`src/smpq_pkg.sv`:
```
// Shared types and codes for the sorted max-priority queue.
`timescale 1ns / 1ps

package smpq_pkg;

    localparam int HANDLE_W = 16;
    localparam int RANK_W   = 16;
    localparam int CMD_W    = 2;
    localparam int STATUS_W = 2;
    localparam int COUNT_W  = 5;

    // Command codes; the unused code behaves as peek
    localparam logic [CMD_W-1:0] CMD_INSERT = 2'd0;
    localparam logic [CMD_W-1:0] CMD_DELETE = 2'd1;
    localparam logic [CMD_W-1:0] CMD_PEEK   = 2'd2;

    // Status codes
    localparam logic [STATUS_W-1:0] ST_DONE      = 2'd0;
    localparam logic [STATUS_W-1:0] ST_FULL_DROP = 2'd1;
    localparam logic [STATUS_W-1:0] ST_EMPTY_DEL = 2'd2;

    // One stored entry
    typedef struct packed {
        logic                occ;
        logic [HANDLE_W-1:0] handle;
        logic [RANK_W-1:0]   rank;
    } t_entry;

    // Operation broadcast to every cell
    typedef struct packed {
        logic ins;
        logic del;
    } t_op;

endpackage

```
`src/smpq_cell.sv`:
```
// One slot of the sorted chain: holds an entry, compares, shifts to/from neighbors.
`timescale 1ns / 1ps

module smpq_cell (
    input  logic                          i_clk,
    input  logic                          i_rst_n,
    input  smpq_pkg::t_op                 i_op,
    input  logic [smpq_pkg::HANDLE_W-1:0] i_new_handle,
    input  logic [smpq_pkg::RANK_W-1:0]   i_new_rank,
    input  smpq_pkg::t_entry              i_prev,       // neighbor toward the head
    input  logic                          i_prev_keep,  // neighbor toward the head holds
    input  smpq_pkg::t_entry              i_next,       // neighbor toward the tail
    output smpq_pkg::t_entry              o_entry,
    output smpq_pkg::t_entry              o_next_entry,
    output logic                          o_keep
);
    import smpq_pkg::*;

    logic                r_occ;
    logic [HANDLE_W-1:0] r_handle;
    logic [RANK_W-1:0]   r_rank;
    t_entry              n_entry;

    // Entry stays put on insert if it ranks equal or above the new one
    assign o_keep = r_occ && (r_rank >= i_new_rank);

    // Next entry selection
    always_comb begin
        n_entry = '{occ: r_occ, handle: r_handle, rank: r_rank};
        if (i_op.ins) begin
            if (!o_keep) begin
                if (i_prev_keep) begin
                    n_entry = '{occ: 1'b1, handle: i_new_handle, rank: i_new_rank};
                end else begin
                    n_entry = i_prev;
                end
            end
        end else if (i_op.del) begin
            n_entry = i_next;
        end
    end

    // Occupancy flag
    always_ff @(posedge i_clk) begin
        if (!i_rst_n) begin
            r_occ <= 1'b0;
        end else begin
            r_occ <= n_entry.occ;
        end
    end

    // Payload
    always_ff @(posedge i_clk) begin
        r_handle <= n_entry.handle;
        r_rank   <= n_entry.rank;
    end

    assign o_entry      = '{occ: r_occ, handle: r_handle, rank: r_rank};
    assign o_next_entry = n_entry;

endmodule

```
`src/sorted_max_priority_queue.sv`:
```
// Top level: sorted max-priority queue built as a chain of compare-and-shift cells.
//
//  Channel  | Dir | tdata (low bit up)                           | tuser
//  s_axis   | in  | item_handle[15:0], item_rank[31:16]          | command[1:0]
//  m_axis   | out | head_handle[15:0], head_rank[31:16],         | status[1:0]
//           |     | head_present[32], entry_count[37:33], pad    |
//
// One transaction per cycle while s_axis_tready is high: every cell compares and
// shifts in the accept cycle, and the result is registered from cell 0's next value
// in that same edge. m_axis_tvalid rises in the cycle after accept.
// s_axis_tready is high whenever the output register is empty or being drained.
// Reset is synchronous, active low, and empties the queue; no clearing pass.
`timescale 1ns / 1ps

module sorted_max_priority_queue #(
    parameter int CAPACITY = 16
) (
    input  logic        i_clk,
    input  logic        i_rst_n,
    input  logic        s_axis_tvalid,
    output logic        s_axis_tready,
    input  logic [31:0] s_axis_tdata,   // item_handle, item_rank
    input  logic [1:0]  s_axis_tuser,   // command
    output logic        m_axis_tvalid,
    input  logic        m_axis_tready,
    output logic [39:0] m_axis_tdata,   // head_handle, head_rank, head_present, entry_count
    output logic [1:0]  m_axis_tuser    // status
);
    import smpq_pkg::*;

    localparam int CW = $clog2(CAPACITY + 1);

    logic [CMD_W-1:0]    in_cmd;
    logic [HANDLE_W-1:0] in_handle;
    logic [RANK_W-1:0]   in_rank;
    logic                accept;
    logic                full;
    logic                empty;
    t_op                 op;
    logic [STATUS_W-1:0] status;

    t_entry              ent      [CAPACITY];
    t_entry              ent_next [CAPACITY];
    logic                keep     [CAPACITY];

    logic [CW-1:0]       r_count;
    logic [CW-1:0]       n_count;
    logic [CW+COUNT_W-1:0] count_ext;

    logic                r_out_valid;
    logic [HANDLE_W-1:0] r_head_handle;
    logic [RANK_W-1:0]   r_head_rank;
    logic                r_head_present;
    logic [COUNT_W-1:0]  r_entry_count;
    logic [STATUS_W-1:0] r_status;

    // Input unpacking
    assign in_cmd    = s_axis_tuser;
    assign in_handle = s_axis_tdata[15:0];
    assign in_rank   = s_axis_tdata[31:16];

    assign s_axis_tready = !r_out_valid || m_axis_tready;
    assign accept        = s_axis_tvalid && s_axis_tready;

    // Command decode
    assign full  = (r_count == CW'(CAPACITY));
    assign empty = (r_count == '0);
    assign op    = '{ins: accept && (in_cmd == CMD_INSERT) && !full,
                     del: accept && (in_cmd == CMD_DELETE) && !empty};

    always_comb begin
        status = ST_DONE;
        case (in_cmd)
            CMD_INSERT: status = full  ? ST_FULL_DROP : ST_DONE;
            CMD_DELETE: status = empty ? ST_EMPTY_DEL : ST_DONE;
            CMD_PEEK:   status = ST_DONE;
            default:    status = ST_DONE;
        endcase
    end

    // Cell chain
    for (genvar i = 0; i < CAPACITY; i++) begin : g_cell
        t_entry prev_ent;
        t_entry next_ent;
        logic   prev_keep;

        if (i == 0) begin : g_head
            assign prev_ent  = '0;
            assign prev_keep = 1'b1;
        end else begin : g_mid
            assign prev_ent  = ent[i-1];
            assign prev_keep = keep[i-1];
        end

        if (i == CAPACITY - 1) begin : g_tail
            assign next_ent = '0;
        end else begin : g_body
            assign next_ent = ent[i+1];
        end

        smpq_cell u_cell (
            .i_clk        (i_clk),
            .i_rst_n      (i_rst_n),
            .i_op         (op),
            .i_new_handle (in_handle),
            .i_new_rank   (in_rank),
            .i_prev       (prev_ent),
            .i_prev_keep  (prev_keep),
            .i_next       (next_ent),
            .o_entry      (ent[i]),
            .o_next_entry (ent_next[i]),
            .o_keep       (keep[i])
        );
    end

    // Entry count
    always_comb begin
        n_count = r_count;
        if (op.ins) begin
            n_count = r_count + CW'(1);
        end else if (op.del) begin
            n_count = r_count - CW'(1);
        end
    end

    assign count_ext = {{COUNT_W{1'b0}}, n_count};

    always_ff @(posedge i_clk) begin
        if (!i_rst_n) begin
            r_count <= '0;
        end else begin
            r_count <= n_count;
        end
    end

    // Output register
    always_ff @(posedge i_clk) begin
        if (!i_rst_n) begin
            r_out_valid <= 1'b0;
        end else if (accept) begin
            r_out_valid <= 1'b1;
        end else if (m_axis_tready) begin
            r_out_valid <= 1'b0;
        end
    end

    always_ff @(posedge i_clk) begin
        if (accept) begin
            r_head_handle  <= ent_next[0].occ ? ent_next[0].handle : '0;
            r_head_rank    <= ent_next[0].occ ? ent_next[0].rank : '0;
            r_head_present <= ent_next[0].occ;
            r_entry_count  <= count_ext[COUNT_W-1:0];
            r_status       <= status;
        end
    end

    assign m_axis_tvalid = r_out_valid;
    assign m_axis_tdata  = {2'b00, r_entry_count, r_head_present, r_head_rank, r_head_handle};
    assign m_axis_tuser  = r_status;

endmodule

```
`config.mk`:
```
export PLATFORM = sky130hd
export DESIGN_NAME = sorted_max_priority_queue
export DESIGN_NICKNAME = d
export VERILOG_FILES = /design/src/smpq_pkg.sv /design/src/smpq_cell.sv /design/src/sorted_max_priority_queue.sv
export SDC_FILE = /design/constraint.sdc
export NUM_CORES = 2
export LEC_CHECK = 0
export BUFFER_PORTS_ARGS = -buffer_cell sky130_fd_sc_hd__buf_2
export CORE_ASPECT_RATIO = 0.5
export CORE_MARGIN = 2
export CORE_UTILIZATION = 35
export CTS_CLUSTER_SIZE = 30
export DETAILED_ROUTE_END_ITERATION = 12
export PLACE_DENSITY = 0.54
export SETUP_SLACK_MARGIN = 0.15
export SLEW_MARGIN = 40
export SYNTH_ARGS = -nofsm -noshare
export SYNTH_HDL_FRONTEND = slang
export SYNTH_SLANG_ARGS = --single-unit
```
`constraint.sdc`:
```
create_clock -name i_clk -period 13.6 [get_ports i_clk]
set_clock_uncertainty 0.05 [all_clocks]
set_input_delay 1.36 -clock i_clk [delete_from_list [all_inputs] [get_ports i_clk]]
set_output_delay 1.36 -clock i_clk [all_outputs]
set_load 0.005 [all_outputs]
```
After elaboration in Yosys (flattened, before gate mapping) --
Index checks and enable logic that the tools add are counted.
Storage, ports and cells: logic and storage cells 204, input port bits 38, register bits after elaboration 574, output and inout port bits 44
Operators by class: magnitude comparators 16, muxes and demuxes 70, equal/unequal tests 17, reductions and logical operators 44, add/subtract/negate cells 2
Operator list (count):
- $mux W33 | 63
- $ge A16 B16 Y1 | 16
- $ne A2 B2 Y1 const B | 15
- $reduce_and A2 Y1 | 15
- $logic_and A1 B1 Y1 | 21
- $mux W5 | 2
- $add A5 B1 Y5 const B | 1
- $eq A5 B5 Y1 const B | 1
- $logic_not A5 Y1 | 1
- $sub A5 B1 Y5 const B | 1
- $pmux W2 S2 | 1
- $reduce_bool A2 Y1 | 2
- $logic_not A1 Y1 | 3
- $mux W1 | 3
- $eq A2 B1 Y1 const B | 1
- $logic_not A2 Y1 | 1
- $mux W2 | 1
- $logic_or A1 B1 Y1 | 1

Longest topological paths before layout --
word-level depth 7, gate-level depth with buffers 13, mapped depth without buffers 8

Modules after synthesis --
Synthesis repeated with hierarchy kept, for this count alone.
Second synthesis, totals: cell total of the unflattened synthesis 5237, area total of the unflattened synthesis 44933.1 um2
Modules (own cells, without submodules):
- smpq_cell (g_cell[2].u_cell ...) | times used 8, cells each 281, sequential area each 660.6 um2, area each 2742.6 um2
- smpq_cell (g_cell[0].u_cell ...) | times used 8, cells each 356, sequential area each 660.6 um2, area each 2627.5 um2
- sorted_max_priority_queue | times used 1, cells each 141, sequential area each 1321.3 um2, area each 1971.9 um2

Least setup slack after synthesis --
OpenSTA, ideal clock, no wires.
path type input -> register, start point input s_axis_tdata[18], end point register g_cell[14].u_cell.r_handle[0] (enable), data required time 13.118 ns, slack 7.843 ns, library setup time 0.432 ns, data arrival time 5.275 ns, buffers on the path 3, stages 11, path through clkbuf_1 -> clkbuf_1 -> inv_1 -> ha_1 -> a211o_1 -> a31oi_1 -> o21ai_0 -> a31oi_1 -> buf_2 -> o21ai_0 -> a21oi_1
On the way: cells in the longest elaborated chain, start to end 4
RTL lines:
- from (decl) | line sorted_max_priority_queue.sv:22 | input logic [31:0] s_axis_tdata,
- $ge A16 B16 Y1 | line smpq_cell.sv:25 | assign o_keep = r_occ && (r_rank >= i_new_rank);
- $logic_and A1 B1 Y1 | line smpq_cell.sv:25
- $ne A2 B2 Y1 (no source line)
- $reduce_and A2 Y1 (no source line)
- to (signal assigned) | line smpq_cell.sv:54 | r_handle <= n_entry.handle;
- to (decl) | line smpq_cell.sv:20 | logic [HANDLE_W-1:0] r_handle;
No other way between the ends. A chain may end at the register's enable or synchronous reset.

Final worst setup path --
start point input s_axis_tdata[22], end point register g_cell[11].u_cell.r_rank[14] (enable)
On the way: cells in the longest elaborated chain, start to end 4
RTL lines:
- $ge A16 B16 Y1 | line smpq_cell.sv:25
- $logic_and A1 B1 Y1 | line smpq_cell.sv:25
- $ne A2 B2 Y1 (no source line)
- $reduce_and A2 Y1 (no source line)
- to (signal assigned) | line smpq_cell.sv:55 | r_rank <= n_entry.rank;
- to (decl) | line smpq_cell.sv:21 | logic [RANK_W-1:0] r_rank;
No other way between the ends.

==> results_dict.tcl <==
set metrics [dict create \
    cts.clk_slew.worst_paths_ps 60 \
    crit_fanout 35 \
    hold_path.class "flip-flop to flip-flop" \
    drive_above_1_share_pct 9.27 \
    gp_congestion 0.863 \
    dp_hpwl_um 68000 \
    antenna_found_initial 7 \
    synth_area_um2 34400 \
    critical_path_class "input pin to flip-flop" \
    via_per_inst 5.49 \
    antenna_left 0 \
    fmax_mhz 197 \
    die-area_um2 101000 \
    period_needed_ps 5060 \
    vdd.ir_drop.worst_mv 0.0940 \
    fp.dieW_um 447 \
    grt_max_degree 159 \
    yosysSeqAreaShare_pct 48.6 \
    startpoint_type "input pin" \
    area_delta_synth_final_pct 10.1 \
    syn_inst 3229 \
    yosys.cell_types.count 57 \
    grt_pass1_vias 23500 \
    finalHoldViolations 0 \
    die_h_um 226 \
    overflow 0 \
    track_usage_pct 18.6 \
    async_flop_share_pct 0 \
    end_kind "flip-flop" \
    first_pass_iters 6 \
    cts_resized 0 \
    drcViolationCount 0 \
    start_util_pct 35.2 \
    syn_area_per_cell_um2 10.6 \
    drt_iter0_drc 2536 \
    htreeDepth 2 \
    cap_violations 0 \
    synth_edf_count 520 \
    cts_buffers 59 \
    wire_per_inst_um 21.2 \
    rsz0062_at_grt "false" \
    grt_pass1_wl_um 147000 \
    setup_viol 0 \
    cts_tree "built" \
    power_leakage_nw 13.4 \
    holdBufCountCts 0 \
    clk_latency_ps 650 \
    drt_wl_total_um 96300 \
    tightest_slew_ps 843 \
    postLayoutCellArea_um2 37800 \
    synth-seq-cells 574 \
    clock_path_buffers 3 \
    rows 81 \
    numPortBuffers 79 \
    cp.required_ps 13950 \
    fin_tns_setup_ps 0 \
    synth.area.top_cells "edfxtp_1 (45%), mux2i_1 (13%), ha_1 (9.4%)" \
    yosys_warnings 0 \
    slew_violations 0 \
    hold_ws_ps 453 \
    core_um2 97500 \
    p_per_area_nw_per_um2 113 \
    fin_crit_sh_pct 37.2 \
    yosys.area.top_type_share_pct 45.5 \
    io_pins 82 \
    cts_root_buffer "clkbuf_16" \
    relSlewSlack_pct 42.3 \
    synth.largest_area_cell "edfxtp_1" \
    vias 25000 \
    nets 3462 \
    arrival_ps 5410 \
    placed_area_um2 35900 \
    synthFlopType "edfxtp_1" \
    cts_sinks 574 \
    status "finished, final reports clean" \
    postCtsSetupBuffers 0 \
]
[synthesized netlist by cell type (all sizes together) (14+ instances only)]
cell	n
nor2	21
edfxtp	520
o211ai	49
a21oi	112
nand4	41
or3	14
clkbuf	150
a31oi	16
a211oi	15
nor4	15
nand2b	16
mux2i	435
a22oi	34
ha	258
o22ai	19
nand2	563
a21o	22
nor3	17
mux2	29
buf	110
inv	50
o21ai	522
dfxtp	54
nand3	60
[metal layers]
metal | GRT usage [%] | vias up | routed length, um
met4 | 3.78 | 2 | 1690
met1 | 30.5 | 12100 | 50500
li1 | - | 11900 | -
met3 | 2.09 | 95 | 6010
met2 | 25.6 | 791 | 38100
met5 | 0 | - | 13
[metrics by stage]
step | instances | power [mW] | util (%) | setup WS [ps]
after floorplan | 3230 | 2.48 | - | 7840
after global placement | 4417 | 2.65 | 36.5 | 7910
after detailed placement | 4432 | 2.67 | 36.8 | 8070
after CTS | 4543 | 4.32 | 38.8 | 8750
after global routing | 4546 | 4.46 | 38.8 | 8490
final | 4546 | 4.29 | 38.8 | 8540
[where the power goes]
| part | switching (mW) | internal [mW] |
|---|---|---|
| Sequential | 0.0794 | 2.05 |
| Clock | 0.737 | 0.907 |
| Combinational | 0.332 | 0.182 |
[layout make-up]
cell class / count / area, um^2
Timing Repair Buffer: 135 / 1020
Antenna cell: 2 / 5.00
Inverter: 50 / 188
Multi-Input combinational cell: 2346 / 16300
Clock inverter: 32 / 273
Fill cell: 9541 / 59700
Sequential cell: 574 / 16700
Tap cell: 1328 / 1660
Clock buffer: 79 / 1640
[cell families after synthesis]
family,share of synthesized area [%]
other,0.0109
xor gates and xnor gates,0.102
and+or+nand+nor,9.56
DFF,48.6
adders and majority gates,9.40
AOI/OAI and AO/OA,14.1
buffers and inverters,4.60
muxes,13.6
[flip-flops by register name, indices dropped and copies added, names as in the netlist, 2 cells and up]
name / cells
m_axis_tuser: 2
r_entry_count: 5
r_head_rank: 16
g_cell.u_cell.r_rank: 256
r_count: 5
g_cell.u_cell.r_occ: 16
g_cell.u_cell.r_handle: 256
r_head_handle: 16
[path summary, 6_finish.rpt]
path / to / cells after the start / slack [ps] / start
setup / recovery: g_cell[11].u_cell.r_rank[14] / 11 / 8540 / s_axis_tdata[22]
hold / removal: g_cell[0].u_cell.r_handle[9] / 2 / 450 / g_cell[0].u_cell.r_handle[9]
setup reg to reg: g_cell[14].u_cell.r_handle[13] / 9 / 8960 / r_count[0]
hold reg to reg: g_cell[0].u_cell.r_handle[9] / 2 / 450 / g_cell[0].u_cell.r_handle[9]
[critical path: stages]
cell and delay (ps):
buf_2 380, clkinv_1 790, ha_1 620, nand4_1 60, or3_1 350, nor4_1 440
o31a_2 210, buf_4 510, a21oi_4 220, buf_8 230, buf_8 160
[cells in the final DEF (no fill, tap or decap), types with 13 or more instances in the layout]
cell type and n:
nand2_1 563, edfxtp_1 520, o21ai_0 456, mux2i_1 435, ha_1 258, a21oi_1 98, buf_2 79, o21ai_1 64
nand3_1 60, clkbuf_16 60, dfxtp_1 54, inv_1 49, o211ai_1 49, nand4_1 41, a22oi_1 34, buf_4 34
mux2_2 29, a21o_1 22, nor2_1 20, o22ai_1 18, clkinv_2 17, nor3_1 16, nand2b_1 15, nor4_1 15
a211oi_1 14, or3_1 14, a21oi_4 14, a31oi_1 14, o311ai_0 13
No activity file was read; power rests on OpenSTA's default activity.
